File: src/rtl/bgham_pkg.sv
// Shared types, widths, alarm bit positions and thresholds of the blood gas alarm monitor.
package bgham_pkg;

    // Default saturation point of the per-cycle sample count
    localparam int unsigned MAX_SAMPLES_DEF = 255;

    // Field and storage widths
    localparam int unsigned SAMPLE_W = 16;
    localparam int unsigned NA_W     = 14;
    localparam int unsigned SUM_W    = 24;
    localparam int unsigned ALARM_W  = 11;
    localparam int unsigned QUO_W    = 16;
    localparam int unsigned STEP_W   = $clog2(QUO_W);

    localparam logic [SUM_W-1:0]  SUM_MAX   = '1;
    localparam logic [STEP_W-1:0] STEP_LAST = STEP_W'(QUO_W - 1);

    // Alarm bit positions
    localparam int unsigned A_HYPERCAP   = 0;
    localparam int unsigned A_HYPOX      = 1;
    localparam int unsigned A_MODHYPEROX = 2;
    localparam int unsigned A_SEVHYPEROX = 3;
    localparam int unsigned A_MODHYPOCAP = 4;
    localparam int unsigned A_SEVHYPOCAP = 5;
    localparam int unsigned A_HYPONA     = 6;
    localparam int unsigned A_HYPERNA    = 7;
    localparam int unsigned A_BRAIN      = 8;
    localparam int unsigned A_CRITBRAIN  = 9;
    localparam int unsigned A_MYO        = 10;

    // Thresholds in 1/64 units
    localparam logic [SAMPLE_W-1:0] CO2_HYPERCAP_SET = 16'd3840;
    localparam logic [SAMPLE_W-1:0] CO2_HYPERCAP_CLR = 16'd3648;
    localparam logic [SAMPLE_W-1:0] O2_HYPOX_SET     = 16'd4160;
    localparam logic [SAMPLE_W-1:0] O2_HYPOX_CLR     = 16'd4352;
    localparam logic [SAMPLE_W-1:0] O2_SEVHYPEROX    = 16'd12800;
    localparam logic [SAMPLE_W-1:0] O2_MODHYPEROX    = 16'd7680;
    localparam logic [SAMPLE_W-1:0] O2_HYPEROX_CLR   = 16'd7488;
    localparam logic [SAMPLE_W-1:0] CO2_SEVHYPOCAP   = 16'd960;
    localparam logic [SAMPLE_W-1:0] CO2_MODHYPOCAP   = 16'd1920;
    localparam logic [SAMPLE_W-1:0] CO2_HYPOCAP_CLR  = 16'd2112;
    localparam logic [NA_W-1:0]     NA_HYPO_SET      = 14'd8640;
    localparam logic [NA_W-1:0]     NA_HYPO_HOLD     = 14'd8704;
    localparam logic [NA_W-1:0]     NA_HYPER_SET     = 14'd9280;
    localparam logic [NA_W-1:0]     NA_HYPER_HOLD    = 14'd9216;
    localparam logic [SAMPLE_W-1:0] BRAIN_SET        = 16'd1216;
    localparam logic [SAMPLE_W-1:0] BRAIN_CLR        = 16'd1600;
    localparam logic [SAMPLE_W-1:0] CRITBRAIN_SET    = 16'd640;
    localparam logic [SAMPLE_W-1:0] CRITBRAIN_CLR    = 16'd768;
    localparam logic [SAMPLE_W-1:0] MYO_SET          = 16'd320;
    localparam logic [SAMPLE_W-1:0] MYO_CLR          = 16'd512;

    // Controller to datapath commands
    typedef struct packed {
        logic accept;   // capture input word and accumulate
        logic load;     // load divider with a sum
        logic sel_co2;  // divider operand select: 0 O2 sum, 1 CO2 sum
        logic step;     // one restoring division step
        logic save_o2;  // keep the O2 quotient
        logic finish;   // update alarms, clear on cycle start, load output
    } bgham_cmd_t;

    // Datapath to controller status
    typedef struct packed {
        logic out_full; // output word present and not taken this cycle
    } bgham_status_t;

endpackage

File: src/rtl/bgham_alarm.sv
// Hysteresis alarm next-state logic for cycle and tissue alarms.
module bgham_alarm import bgham_pkg::*;
(
    input  logic [ALARM_W-1:0]  state_in,
    input  logic [SAMPLE_W-1:0] mean_o2,
    input  logic [SAMPLE_W-1:0] mean_co2,
    input  logic [NA_W-1:0]     sodium,
    input  logic [SAMPLE_W-1:0] brain,
    input  logic [SAMPLE_W-1:0] myo,
    input  logic                cycle_en,
    input  logic                tissue_en,
    output logic [ALARM_W-1:0]  state_out
);

    // Evaluate cycle alarms from the means, then tissue alarms from the readings
    always_comb
    begin
        state_out = state_in;

        if (cycle_en)
        begin
            if (mean_co2 >= CO2_HYPERCAP_SET)
                state_out[A_HYPERCAP] = 1'b1;
            else if (mean_co2 < CO2_HYPERCAP_CLR)
                state_out[A_HYPERCAP] = 1'b0;

            if (mean_o2 <= O2_HYPOX_SET)
                state_out[A_HYPOX] = 1'b1;
            else if (mean_o2 > O2_HYPOX_CLR)
                state_out[A_HYPOX] = 1'b0;

            if (mean_o2 > O2_SEVHYPEROX)
            begin
                state_out[A_SEVHYPEROX] = 1'b1;
                state_out[A_MODHYPEROX] = 1'b0;
            end
            else if (mean_o2 > O2_MODHYPEROX)
            begin
                state_out[A_SEVHYPEROX] = 1'b0;
                state_out[A_MODHYPEROX] = 1'b1;
            end
            else if (mean_o2 < O2_HYPEROX_CLR)
            begin
                state_out[A_SEVHYPEROX] = 1'b0;
                state_out[A_MODHYPEROX] = 1'b0;
            end

            if (mean_co2 < CO2_SEVHYPOCAP)
            begin
                state_out[A_SEVHYPOCAP] = 1'b1;
                state_out[A_MODHYPOCAP] = 1'b0;
            end
            else if (mean_co2 < CO2_MODHYPOCAP)
            begin
                state_out[A_SEVHYPOCAP] = 1'b0;
                state_out[A_MODHYPOCAP] = 1'b1;
            end
            else if (mean_co2 > CO2_HYPOCAP_CLR)
            begin
                state_out[A_SEVHYPOCAP] = 1'b0;
                state_out[A_MODHYPOCAP] = 1'b0;
            end

            // Sodium: wider band holds an alarm that is already on
            if (sodium < NA_HYPO_SET || (state_in[A_HYPONA] && sodium < NA_HYPO_HOLD))
            begin
                state_out[A_HYPONA]  = 1'b1;
                state_out[A_HYPERNA] = 1'b0;
            end
            else if (sodium > NA_HYPER_SET ||
                     (state_in[A_HYPERNA] && sodium > NA_HYPER_HOLD))
            begin
                state_out[A_HYPONA]  = 1'b0;
                state_out[A_HYPERNA] = 1'b1;
            end
            else
            begin
                state_out[A_HYPONA]  = 1'b0;
                state_out[A_HYPERNA] = 1'b0;
            end
        end

        if (tissue_en)
        begin
            // Critical brain alarm moves only below BRAIN_SET or as brain clears
            if (brain < BRAIN_SET)
            begin
                state_out[A_BRAIN] = 1'b1;
                if (brain < CRITBRAIN_SET)
                    state_out[A_CRITBRAIN] = 1'b1;
                else if (brain > CRITBRAIN_CLR)
                    state_out[A_CRITBRAIN] = 1'b0;
            end
            else if (brain > BRAIN_CLR)
            begin
                state_out[A_BRAIN]     = 1'b0;
                state_out[A_CRITBRAIN] = 1'b0;
            end

            if (myo < MYO_SET)
                state_out[A_MYO] = 1'b1;
            else if (myo > MYO_CLR)
                state_out[A_MYO] = 1'b0;
        end
    end

endmodule

File: src/rtl/bgham_dp.sv
// Datapath: input capture, running sums, shared restoring divider, alarm state, output register.
module bgham_dp import bgham_pkg::*;
#(
    parameter int unsigned MAX_SAMPLES = MAX_SAMPLES_DEF
)
(
    input  logic                  clk,
    input  logic                  rst_n,
    input  bgham_cmd_t            cmd,
    output bgham_status_t         status,
    input  logic [79:0]           s_tdata,
    input  logic [2:0]            s_tuser,
    output logic                  m_tvalid,
    input  logic                  m_tready,
    output logic [47:0]           m_tdata
);

    localparam int unsigned     CNT_W   = $clog2(MAX_SAMPLES + 1);
    localparam logic [CNT_W-1:0] CNT_MAX = CNT_W'(MAX_SAMPLES);

    // Captured input word
    logic [SAMPLE_W-1:0] brain_reg, myo_reg;
    logic [NA_W-1:0]     na_reg;
    logic                start_reg, active_reg, past_reg;

    // Running sums and count
    logic [SUM_W-1:0] o2_sum_reg, o2_sum_next;
    logic [SUM_W-1:0] co2_sum_reg, co2_sum_next;
    logic [CNT_W-1:0] count_reg, count_next;

    // Divider
    logic [CNT_W-1:0]    rem_reg;
    logic [QUO_W-1:0]    dvd_reg;
    logic [QUO_W-1:0]    quo_reg;
    logic [SUM_W-1:0]    div_src;
    logic [CNT_W:0]      trial;
    logic [CNT_W:0]      diff;
    logic                ge;

    // Alarm state and output
    logic [ALARM_W-1:0]  alarm_reg, alarm_next;
    logic [SAMPLE_W-1:0] mean_o2_reg;
    logic                m_tvalid_reg, m_tvalid_next;
    logic [47:0]         m_tdata_reg;

    logic [SUM_W:0] o2_add, co2_add;

    // Capture input word on accept
    always_ff @(posedge clk)
    begin
        if (cmd.accept)
        begin
            brain_reg  <= s_tdata[47:32];
            myo_reg    <= s_tdata[63:48];
            na_reg     <= s_tdata[77:64];
            start_reg  <= s_tuser[0];
            active_reg <= s_tuser[1];
            past_reg   <= s_tuser[2];
        end
    end

    // Accumulate with saturation; drop samples once the count is full
    assign o2_add  = {1'b0, o2_sum_reg}  + {{(SUM_W + 1 - SAMPLE_W){1'b0}}, s_tdata[15:0]};
    assign co2_add = {1'b0, co2_sum_reg} + {{(SUM_W + 1 - SAMPLE_W){1'b0}}, s_tdata[31:16]};

    always_comb
    begin
        o2_sum_next  = o2_sum_reg;
        co2_sum_next = co2_sum_reg;
        count_next   = count_reg;
        if (cmd.accept && count_reg < CNT_MAX)
        begin
            o2_sum_next  = o2_add[SUM_W]  ? SUM_MAX : o2_add[SUM_W-1:0];
            co2_sum_next = co2_add[SUM_W] ? SUM_MAX : co2_add[SUM_W-1:0];
            count_next   = count_reg + 1'b1;
        end
        else if (cmd.finish && start_reg)
        begin
            o2_sum_next  = '0;
            co2_sum_next = '0;
            count_next   = '0;
        end
    end

    // Divider step: quotient fits 16 bits, so the top sum byte is below the count
    assign div_src = cmd.sel_co2 ? co2_sum_reg : o2_sum_reg;
    assign trial   = {rem_reg, dvd_reg[QUO_W-1]};
    assign diff    = trial - {1'b0, count_reg};
    assign ge      = (trial >= {1'b0, count_reg});

    always_ff @(posedge clk)
    begin
        if (cmd.load)
        begin
            rem_reg <= CNT_W'(div_src[SUM_W-1:QUO_W]);
            dvd_reg <= div_src[QUO_W-1:0];
            quo_reg <= '0;
        end
        else if (cmd.step)
        begin
            rem_reg <= ge ? diff[CNT_W-1:0] : trial[CNT_W-1:0];
            dvd_reg <= {dvd_reg[QUO_W-2:0], 1'b0};
            quo_reg <= {quo_reg[QUO_W-2:0], ge};
        end
        if (cmd.save_o2)
            mean_o2_reg <= quo_reg;
    end

    // Alarm next state from the means and the captured readings
    bgham_alarm u_alarm
    (
        .state_in  (alarm_reg),
        .mean_o2   (mean_o2_reg),
        .mean_co2  (quo_reg),
        .sodium    (na_reg),
        .brain     (brain_reg),
        .myo       (myo_reg),
        .cycle_en  (start_reg & active_reg),
        .tissue_en (past_reg),
        .state_out (alarm_next)
    );

    // Output valid: set on finish, drop when taken
    always_comb
    begin
        if (cmd.finish)
            m_tvalid_next = 1'b1;
        else if (m_tready)
            m_tvalid_next = 1'b0;
        else
            m_tvalid_next = m_tvalid_reg;
    end

    // Hold control state and sums
    always_ff @(posedge clk or negedge rst_n)
    begin
        if (!rst_n)
        begin
            o2_sum_reg   <= '0;
            co2_sum_reg  <= '0;
            count_reg    <= '0;
            alarm_reg    <= '0;
            m_tvalid_reg <= 1'b0;
        end
        else
        begin
            o2_sum_reg   <= o2_sum_next;
            co2_sum_reg  <= co2_sum_next;
            count_reg    <= count_next;
            m_tvalid_reg <= m_tvalid_next;
            if (cmd.finish)
                alarm_reg <= alarm_next;
        end
    end

    // Load result word
    always_ff @(posedge clk)
    begin
        if (cmd.finish)
            m_tdata_reg <= {5'b0, quo_reg, mean_o2_reg, alarm_next};
    end

    assign m_tvalid        = m_tvalid_reg;
    assign m_tdata         = m_tdata_reg;
    assign status.out_full = m_tvalid_reg & ~m_tready;

endmodule

File: src/rtl/bgham_ctrl.sv
// Controller: sequences accept, the two mean divisions and the result handoff.
module bgham_ctrl import bgham_pkg::*;
(
    input  logic          clk,
    input  logic          rst_n,
    input  logic          s_tvalid,
    output logic          s_tready,
    input  bgham_status_t status,
    output bgham_cmd_t    cmd
);

    typedef enum logic [2:0] {
        ST_IDLE,
        ST_LOAD_O2,
        ST_DIV_O2,
        ST_LOAD_CO2,
        ST_DIV_CO2,
        ST_FINISH
    } state_t;

    state_t            state_reg, state_next;
    logic [STEP_W-1:0] step_reg, step_next;

    // Decode commands from the current state
    always_comb
    begin
        cmd        = '0;
        s_tready   = 1'b0;
        state_next = state_reg;
        step_next  = step_reg;
        unique case (state_reg)
            ST_IDLE:
            begin
                s_tready   = 1'b1;
                cmd.accept = s_tvalid;
                if (s_tvalid)
                    state_next = ST_LOAD_O2;
            end
            ST_LOAD_O2:
            begin
                cmd.load   = 1'b1;
                step_next  = '0;
                state_next = ST_DIV_O2;
            end
            ST_DIV_O2:
            begin
                cmd.step  = 1'b1;
                step_next = step_reg + 1'b1;
                if (step_reg == STEP_LAST)
                    state_next = ST_LOAD_CO2;
            end
            ST_LOAD_CO2:
            begin
                cmd.save_o2 = 1'b1;
                cmd.load    = 1'b1;
                cmd.sel_co2 = 1'b1;
                step_next   = '0;
                state_next  = ST_DIV_CO2;
            end
            ST_DIV_CO2:
            begin
                cmd.step  = 1'b1;
                step_next = step_reg + 1'b1;
                if (step_reg == STEP_LAST)
                    state_next = ST_FINISH;
            end
            ST_FINISH:
            begin
                if (!status.out_full)
                begin
                    cmd.finish = 1'b1;
                    state_next = ST_IDLE;
                end
            end
            default:
            begin
                state_next = ST_IDLE;
            end
        endcase
    end

    // Hold state and step count
    always_ff @(posedge clk or negedge rst_n)
    begin
        if (!rst_n)
        begin
            state_reg <= ST_IDLE;
            step_reg  <= '0;
        end
        else
        begin
            state_reg <= state_next;
            step_reg  <= step_next;
        end
    end

endmodule

File: src/rtl/blood_gas_hysteresis_alarm_monitor.sv
// Top level of the blood gas hysteresis alarm monitor.
//
//   channel  direction  word contents
//   s_*      in         readings (tdata) and cycle/engine/stabilization flags (tuser)
//   m_*      out        alarm flags and the two running means (tdata)
//
// Each word passes through an accept state, two 16-step restoring divisions
// on one shared divider (O2 mean, then CO2 mean), each after a load state,
// and a finish state that updates the alarms; s_tready is high only in idle.
// The finish cycle waits while the previous result is still held on m_*.
// Reset clears sums, sample count and all alarms; no clearing pass is needed.
module blood_gas_hysteresis_alarm_monitor import bgham_pkg::*;
#(
    parameter int unsigned MAX_SAMPLES = MAX_SAMPLES_DEF
)
(
    input  logic        clk,
    input  logic        rst_n,
    input  logic        s_tvalid,
    output logic        s_tready,
    // [15:0] arterial_o2, [31:16] arterial_co2, [47:32] brain_o2,
    // [63:48] heart_muscle_o2, [77:64] sodium_level, [79:78] zero
    input  logic [79:0] s_tdata,
    // [0] cycle_start, [1] engine_active, [2] past_stabilization
    input  logic [2:0]  s_tuser,
    output logic        m_tvalid,
    input  logic        m_tready,
    // [10:0] alarm_flags, [26:11] mean_o2, [42:27] mean_co2, [47:43] zero
    output logic [47:0] m_tdata
);

    bgham_cmd_t    cmd;
    bgham_status_t status;

    // Sequence the work
    bgham_ctrl u_ctrl
    (
        .clk      (clk),
        .rst_n    (rst_n),
        .s_tvalid (s_tvalid),
        .s_tready (s_tready),
        .status   (status),
        .cmd      (cmd)
    );

    // Do the arithmetic and hold the state
    bgham_dp #(
        .MAX_SAMPLES (MAX_SAMPLES)
    ) u_dp
    (
        .clk      (clk),
        .rst_n    (rst_n),
        .cmd      (cmd),
        .status   (status),
        .s_tdata  (s_tdata),
        .s_tuser  (s_tuser),
        .m_tvalid (m_tvalid),
        .m_tready (m_tready),
        .m_tdata  (m_tdata)
    );

endmodule

File: config.mk
export PLATFORM = sky130hd
export DESIGN_NAME = blood_gas_hysteresis_alarm_monitor
export DESIGN_NICKNAME = d
export VERILOG_FILES = /design/src/rtl/bgham_pkg.sv /design/src/rtl/bgham_alarm.sv /design/src/rtl/bgham_dp.sv /design/src/rtl/bgham_ctrl.sv /design/src/rtl/blood_gas_hysteresis_alarm_monitor.sv
export SDC_FILE = /design/constraint.sdc
export NUM_CORES = 1
export LEC_CHECK = 0
export BUFFER_PORTS_ARGS = -buffer_cell sky130_fd_sc_hd__buf_2
export CAP_MARGIN = 40
export CORE_ASPECT_RATIO = 0.8
export CORE_MARGIN = 1
export CORE_UTILIZATION = 45
export CTS_CLUSTER_DIAMETER = 120
export DETAILED_ROUTE_END_ITERATION = 10
export GPL_ROUTABILITY_DRIVEN = 0
export SLEW_MARGIN = 0
export SYNTH_ARGS = -nofsm -noshare
export SYNTH_HDL_FRONTEND = slang
export SYNTH_SLANG_ARGS = --single-unit
export TNS_END_PERCENT = 5
File: constraint.sdc
create_clock -name clk -period 8.1 [get_ports clk]
set_input_delay 0.405 -clock clk [delete_from_list [all_inputs] [get_ports clk]]
set_output_delay 0.405 -clock clk [all_outputs]
set_load 0.02 [all_outputs]
Word-level counts from Yosys, hierarchy flattened
Cells that the tools add are included.
- output and inout bits: 50
- input bits: 87
- register bits: 223
- add/subtract/negate cells: 5
- reductions and logical operators: 14
- $lt $le $gt $ge: 22
- bitwise gates (word level): 3
- equality and inequality tests: 10
- mux-type cells: 48
- operator list (operator ; count):
    24-bit two-way mux ; 6
    24-bit by 16-bit adder with 25-bit output ; 2
    8-bit two-way mux ; 6
    16-bit by 10-bit > comparator with 1-bit output (second input constant) ; 2
    16-bit by 13-bit > comparator with 1-bit output (second input constant) ; 2
    16-bit by 10-bit less-than comparator with 1-bit output (second input constant) ; 2
    16-bit by 11-bit less-than comparator with 1-bit output (second input constant) ; 2
    16-bit two-way mux ; 2
    14-bit > comparator (second input constant) ; 2
    14-bit less-than comparator (second input constant) ; 2
    2-bit two-way mux ; 10
    3-bit case mux with 6 select lines ; 1
    1-bit two-way mux ; 17
    16-bit by 12-bit >= comparator with 1-bit output (second input constant) ; 1
    16-bit by 11-bit > comparator with 1-bit output (second input constant) ; 1
    16-bit by 12-bit > comparator with 1-bit output (second input constant) ; 1
    16-bit by 14-bit > comparator with 1-bit output (second input constant) ; 1
    16-bit by 13-bit less-or-equal comparator with 1-bit output (second input constant) ; 1
    16-bit by 12-bit less-than comparator with 1-bit output (second input constant) ; 1
    16-bit by 13-bit less-than comparator with 1-bit output (second input constant) ; 1
    16-bit by 9-bit less-than comparator with 1-bit output (second input constant) ; 1
    3-bit two-way mux ; 5
    9-bit by 8-bit >= comparator with 1-bit output ; 1
    8-bit by 1-bit adder with 8-bit output (second input constant) ; 1
    18 further kinds ; 31

Longest topological paths before layout
Gate-level depths: netlist of the first run.
- word-level depth: 7
- mapped depth: 10

By module
From an unflattened synthesis of the first run, not the netlist that was laid out.
- cells, all modules: 956
- area, all modules: 11096.9 um^2
- by module, submodules not included (module ; instances ; cells an instance ; area an instance (um^2)):
    bgham_dp ; 1 ; 807 ; 9918.3
    bgham_alarm ; 1 ; 92 ; 618.1
    bgham_ctrl ; 1 ; 57 ; 560.5

Least setup slack after synthesis of the first run
No wires, ideal clock.
- kind: reg2reg
- start: reg u_ctrl.state_reg[1]
- end: reg u_dp.alarm_reg[4]
- cell stages (with the launch flop): 7
- setup slack: 5.251 ns
- data arrival time: 2.751 ns
- buffers on the path: 2
- cells stage by stage: dfrtp_1 -> buf_2 -> nand3b_1 -> nor2_2 -> clkbuf_1 -> a31oi_1 -> a31oi_1
- RTL lines (what ; line ; RTL):
    from (decl) ; bgham_ctrl.sv:21 ; state_t state_reg, state_next;
    from (signal assigned) ; bgham_ctrl.sv:92 ; state_reg <= state_next;
    to (signal assigned) ; bgham_dp.sv:152 ; alarm_reg <= alarm_next;
    to (decl) ; bgham_dp.sv:41 ; logic [ALARM_W-1:0] alarm_reg, alarm_next;

Final worst setup path of the first run
- start: reg u_dp.co2_sum_reg[0]
- end: reg u_dp.co2_sum_reg[17]
- word-level cells in the longest chain between the ends: 3
- ends and longest elaborated chain (what ; line ; RTL):
    from (decl) ; bgham_dp.sv:28 ; logic [SUM_W-1:0] co2_sum_reg, co2_sum_next;
    from (signal assigned) ; bgham_dp.sv:148 ; co2_sum_reg <= co2_sum_next;
    24-bit by 16-bit adder with 25-bit output ; bgham_dp.sv:64 ; assign co2_add = {1'b0, co2_sum_reg} + {{(SUM_W + 1 - SAMPLE_W){1'b0}}, s_tdata[31:16]};
    24-bit two-way mux ; bgham_dp.sv:74 ; co2_sum_next = co2_add[SUM_W] ? SUM_MAX : co2_add[SUM_W-1:0];
    24-bit two-way mux ; bgham_dp.sv:71 ; if (cmd.accept && count_reg < CNT_MAX)
Every way passes these cells.
A chain may end at the register's enable or synchronous reset.

==> run metrics, run 1 <==
pre-CTS setup slack 4.77 ns; 1st-iter DRT viols 555; R2R depth 9; vias in the first global route 7854; WP data required 8.50 ns; Yosys cell types 83; # fillers 2160; Root Driver clkbuf_16; cts bufs inserted 24; Clock Skew 0.0216 ns; first-pass detailed-route iteration total 5; WP data arrival 3.60 ns; Avg WL per Cell 17.0 um; Final period util 0.394; fin. max-slew vios 0; Synth warnings 0; largest net degree at the start of global routing 61; std cell rows 51; leakage 5.30 nW; placed cells 1425; setup tns final 0 ns; sequential cell area fraction in the yosys report 0.555; R2R Setup Slk 4.91 ns; critical path endpoint category flip-flop; Initial Utilization 0.457; Hold EP u_dp.na_reg[0]; Worst Tran Pin Value 0.823 ns; Post-synth EDFFs 132; die area 0.0253 sq mm; Hold Vio Cnt, Final 0; Total Wirelength 25000 um; CTS tree built; worst setup path class flip-flop to flip-flop; Syn Inst Count 1008; Clk Latency, worst-skew pair 0.53 ns; RSZ-0062 raised after global routing no; max_cap viols 0; post-synthesis average cell area 11.0 sq um; hold wc startpoint s_tdata[64]; fraction of final layout cells sized beyond drive strength 1 0.187; routed vias 8165; post-route ant nets 0; NumNets Final 1266; H-tree depth 1; top_reg_cell synth edfxtp_1; worst-path fanout max 15; clock sink count 223; DRC viols 0; io pins 137; Async SR Flop Fraction 0.336; Layout Cells excl Fill 1470; Slew HR 0.451; Crit Reg-Reg Endpoint u_dp.co2_sum_reg[17]; core box area 0.0243 sq mm; Startpoint Class flip-flop; final core occ 0.532; Post-Synthesis Cell Area 0.0111 sq mm; fmax 313 MHz; die width 178 um; total gr overflow 0; clock slew at reported path FFs 0.06 ns; Synth-to-Final Area Change 16.4%; vias per std cell 5.55; post-route setup slack 4.91 ns; Power Dens Cells 378 mW/mm^2; max reg flops 43; first-pass GRT wire length 40400 um; worst reg2reg startpoint u_dp.co2_sum_reg[0]; worst hold path depth 1; worst vdd ir 0.000199 V; Tmin final 3.19 ns; initial antenna violation count 0; Die H 143 um; dpl hpwl 17300 um; ANT cells 0; #FFs+latches synth 223; outcome completed; clock buffer depth 3; All-Layer GR Usage 0.199; Final setup viols 0; Hold Path Class input pin to flip-flop; Buffers on Ports 129
## metal layers
metal	track usage	up-vias	wire length (um)
met1	0.293	3891	12200
met5	0	-	0
met2	0.309	201	11100
li1	-	4039	-
met4	0.0463	0	450
met3	0.0278	34	1240
## stage by stage
stage | cell area [sq um] | total power [mW] | hold WS, ns
floorplan | 11100 | 3.29 | 0.109
global placement | 12000 | 3.73 | 0.204
detailed placement | 12100 | 3.80 | 0.206
CTS | 12900 | 4.91 | 0.0247
global route | 12900 | 5.23 | 0.0236
finish | 12900 | 4.88 | 0.0491
## power by group
| group | total (mW) | switching, mW | internal [mW] |
|---|---|---|---|
| clock | 1.09 | 0.464 | 0.631 |
| sequential | 1.88 | 0.261 | 1.62 |
| combinational | 1.91 | 1.12 | 0.785 |
| total | 4.88 | 1.85 | 3.04 |
## cell families after synthesis
group                    Yosys count  synth area share
AND/OR/NAND/NOR                  322             0.141
AO/OA/AOI/OAI                    294             0.174
flip-flops                       223             0.555
buffers and inverters             63            0.0257
adder cells (fa/ha/maj)           45            0.0527
XOR/XNOR                          31            0.0244
multiplexers                      29            0.0268
other                              1          0.000338
## cell usage in the layout, fill, tap and decap left out, types with 18 or more instances in the layout
master | Yosys | routed
a21o_1 | 18 | 18
a21oi_1 | 85 | 85
buf_2 | 12 | 128
clkbuf_16 | 0 | 24
dfrtp_1 | 75 | 75
edfxtp_1 | 132 | 132
ha_1 | 42 | 42
mux2i_1 | 23 | 23
nand2_1 | 123 | 123
nand3_1 | 36 | 36
nor2_1 | 49 | 49
o21ai_0 | 61 | 61
xnor2_1 | 18 | 18
## layout make-up
| type | count | area [sq um] | area share |
|---|---|---|---|
| inverter | 17 | 63.8 | 0.00493 |
| clock inverter | 17 | 164 | 0.0127 |
| timing repair buffer | 142 | 813 | 0.0629 |
| sequential | 223 | 6160 | 0.476 |
| clock buffer | 27 | 632 | 0.0489 |
| tap | 318 | 398 | 0.0308 |
| multi-input combinational | 726 | 4700 | 0.363 |
## cell usage after synthesis, types with 7 or more instances
library cell / n / share of area
edfxtp_1: 132 / 0.36
nand2_1: 123 / 0.042
a21oi_1: 85 / 0.038
dfrtp_1: 75 / 0.17
o21ai_0: 61 / 0.027
nor2_1: 49 / 0.017
ha_1: 42 / 0.047
nand3_1: 36 / 0.016
mux2i_1: 23 / 0.021
clkbuf_1: 22 / 0.0074
a21o_1: 18 / 0.012
xnor2_1: 18 / 0.014
and2_1: 16 / 0.0090
dfxtp_1: 16 / 0.029
inv_1: 16 / 0.0054
a31oi_1: 14 / 0.0079
nor3_1: 14 / 0.0063
o21ai_1: 13 / 0.0059
xor2_1: 13 / 0.010
buf_2: 12 / 0.0054
nor2b_1: 12 / 0.0068
o211ai_1: 12 / 0.0081
and3_1: 11 / 0.0062
nand2b_1: 11 / 0.0062
nand4_1: 10 / 0.0056
o21a_1: 10 / 0.0068
a211oi_1: 9 / 0.0061
nor4_1: 9 / 0.0051
buf_4: 7 / 0.0047
## what timing repair did
| item | in CTS | in global routing |
|---|---|---|
| hold buffers | 1 | 0 |
| resized for setup | 0 | 0 |
| setup buffers | 0 | 0 |
| hold endpoints to repair | 31 | 0 |
## worst max-delay path, stage by stage, from the launching register on
cell      delay [ns]
dfrtp_1         0.39
ha_1            0.23
fa_1            0.44
a211oi_1        0.35
o211ai_2        0.18
o211ai_1        0.15
a211o_1         0.58
and2_1          0.48
a31oi_1         0.15
o21a_1          0.14
## worst max path at each step
stage	from	cells after the start	slack, ns	end
6_report	u_dp.co2_sum_reg[0]	9	4.91	u_dp.co2_sum_reg[17]
5_1_grt	u_dp.co2_sum_reg[0]	9	4.68	u_dp.co2_sum_reg[17]
2_1_floorplan	u_ctrl.state_reg[1]	6	5.25	u_dp.alarm_reg[4]
3_3_place_gp	s_tdata[16]	10	4.82	u_dp.co2_sum_reg[17]
4_1_cts	u_dp.co2_sum_reg[0]	9	4.88	u_dp.co2_sum_reg[17]
3_5_place_dp	s_tdata[0]	10	4.77	u_dp.o2_sum_reg[22]
No activity file was read; power rests on OpenSTA's default activity.
==> run 2: changes to the inputs <==
==> constraint.sdc (replaced) <==
create_clock -name clk -period 3.2 [get_ports clk]
set_input_delay 0.16 -clock clk [delete_from_list [all_inputs] [get_ports clk]]
set_output_delay 0.16 -clock clk [all_outputs]
set_load 0.02 [all_outputs]
==> run metrics, run 2 (synthesized netlist as in run 1, its figures left out) <==
outcome completed; vias per std cell 5.48 (-1.4%); critical path endpoint category flip-flop; die area 0.0253 sq mm (unchanged); worst setup path class flip-flop to flip-flop; max_cap viols 0 (unchanged); Final setup viols 0 (unchanged); Final Cell Area 0.0134 sq mm (+3.7%); NumNets Final 1322 (+4.4%); leakage 5.51 nW (+4.1%); sequential share of power 0.389 (+0.004); CTS tree built; ANT cells 0 (unchanged); Buffers on Ports 129 (unchanged); max reg flops 43 (unchanged); Startpoint Class flip-flop; sw frac 0.376 (-0.00253); worst-path cell chain ha_1 > fa_1 > a211oi_2 > nor2_2 > o41ai_4 > o311ai_4 > and2_1 > nor2_2 > a311oi_1; number of buffers and inverters on the critical path 0 (unchanged); Worst Tran Pin Value 0.805 ns (-0.0182 ns); commonest cells after routing, fill and taps aside edfxtp_1, buf_2, nand2_1; routed vias 8355 (+2.3%); Initial Utilization 0.457 (unchanged); Hold Vio Cnt, Final 0 (unchanged); crit-path max cell delay 0.46 ns (-0.12 ns); first-pass detailed-route iteration total 5 (unchanged); Crit path depth 9 (unchanged); Root Driver clkbuf_16; final core occ 0.552 (+0.0198); worst vdd ir 0.000538 V (+170%); worst-path fanout max 7 (-8); largest net degree at the start of global routing 53 (-13%); Avg WL per Cell 16.6 um (-2.7%); first-pass GRT wire length 40800 um (+1.1%); vias in the first global route 8014 (+2.0%); Total Wirelength 25300 um (+0.98%); Clk Latency, worst-skew pair 0.53 ns (about the same); placed cells 1430 (+0.35%); clock sink count 223 (unchanged); std cell rows 51 (unchanged); Power Internal 7.67 mW (+150%); Layout Cells excl Fill 1525 (+3.7%); initial antenna violation count 0 (unchanged); Final period util 0.886 (+0.492); Power Dens Cells 916 mW/mm^2 (+140%); Synth-to-Final Area Change 20.7%; clock buffer depth 3 (unchanged); io pins 137 (unchanged); WP data arrival 3.22 ns (-0.38 ns); Die H 143 um (unchanged); Tmin final 2.84 ns (-0.357 ns); WP data required 3.58 ns (-4.92 ns); Min Hold Slack 0.0601 ns (+0.0110 ns); commonest non-fill, non-tap cell in the layout edfxtp_1; post-route ant nets 0 (unchanged); fraction of final layout cells sized beyond drive strength 1 0.175 (-0.0118); Logic pwr share 0.394 (+0.003); setup tns final 0 ns (unchanged); # fillers 2153 (-0.32%); R2R depth 9 (unchanged); core box area 0.0243 sq mm (unchanged); CP dominant cell by count nor2_2; Area after DPL 0.0121 sq mm (about the same); cell family with most CP delay compound AO/OA/AOI/OAI gates; fmax 353 MHz (+13%); clock slew at reported path FFs 0.06 ns (about the same); Switch Pwr 4.62 mW (+150%); DRC viols 0 (unchanged); Setup Buffers After CTS 0 (unchanged); All-Layer GR Usage 0.202 (+0.00325); Clock Skew 0.0215 ns (-0.0000811 ns); fin. max-slew vios 0 (unchanged); Hold Path Class input pin to flip-flop; total gr overflow 0 (unchanged); RSZ-0062 raised after global routing no; Slew HR 0.464 (+0.0121); H-tree depth 1 (unchanged); Crit-path slowest cell fa_1; die width 178 um (unchanged); worst hold path depth 4 (+3); 1st-iter DRT viols 542 (-2.3%); clock power share 0.217 (-0.007); cts bufs inserted 23 (-4.2%); dpl hpwl 17600 um (+1.6%)
## run 2: cell types whose count changed in the layout (fill, tap and decap cells not counted), sizes merged
cell / change
clkinvlp: -4
dlygate4sd3: +52
clkinv: -4
buf: +5
clkbuf: +6
## run 2: cell type report
type,instances,area [sq um],area share
Clock buffer,33,643,0.0479
Clock inverter,9,109,0.00811
Inverter,17,63.8,0.00476
Multi-Input combinational cell,726,4700,0.350
Sequential cell,223,6160,0.459
Tap cell,318,398,0.0297
Timing Repair Buffer,199,1340,0.0998
## run 2: timing repair
action,in CTS,in global routing
hold buffers,53,0
resized for setup,0,0
endpoints found under the hold margin,87,0
## run 2: per-stage QoR
stage,power (mW),worst slack (ns)
after detailed placement,9.59,0.379
after floorplan,8.33,0.351
after global routing,13.2,0.167
after global placement,9.52,0.384
final,12.3,0.365
after CTS,12.4,0.351
## run 2: worst reg2reg max path: stages, from the launching register on
cell      delay (ns)
dfrtp_1         0.40
ha_1            0.22
fa_1            0.46
a211oi_2        0.27
nor2_2          0.09
o41ai_4         0.43
o311ai_4        0.18
and2_1          0.22
nor2_2          0.29
a311oi_1        0.15
## run 2: layer usage
metal	GRT usage	part of all wire	vias up
li1	-	-	4169
met1	0.291	0.49	3969
met2	0.322	0.45	184
met3	0.0286	0.044	33
met4	0.0459	0.014	0
met5	0	0	-
## run 2: power by group through the flow
stage	sequential [mW]	combinational, mW	clock [mW]
floorplan	4.59	3.75	0
global placement	4.81	4.71	0
detailed placement	4.83	4.77	0
CTS	4.78	4.85	2.74
global route	4.89	5.47	2.85
finish	4.78	4.84	2.67
## run 2: final timing paths
path                                          start                   to  slack, ns
worst max-delay path             u_dp.o2_sum_reg[0]  u_dp.o2_sum_reg[18]       0.36
max in group asynchronous                     rst_n  u_dp.co2_sum_reg[4]       2.46
worst min register to register  u_dp.mean_o2_reg[2]     u_dp.m_tdata[13]       0.45
worst min-delay path                     s_tdata[1]   u_dp.o2_sum_reg[1]       0.06
min in group asynchronous                     rst_n    u_dp.count_reg[4]       0.13
worst max register to register   u_dp.o2_sum_reg[0]  u_dp.o2_sum_reg[18]       0.36
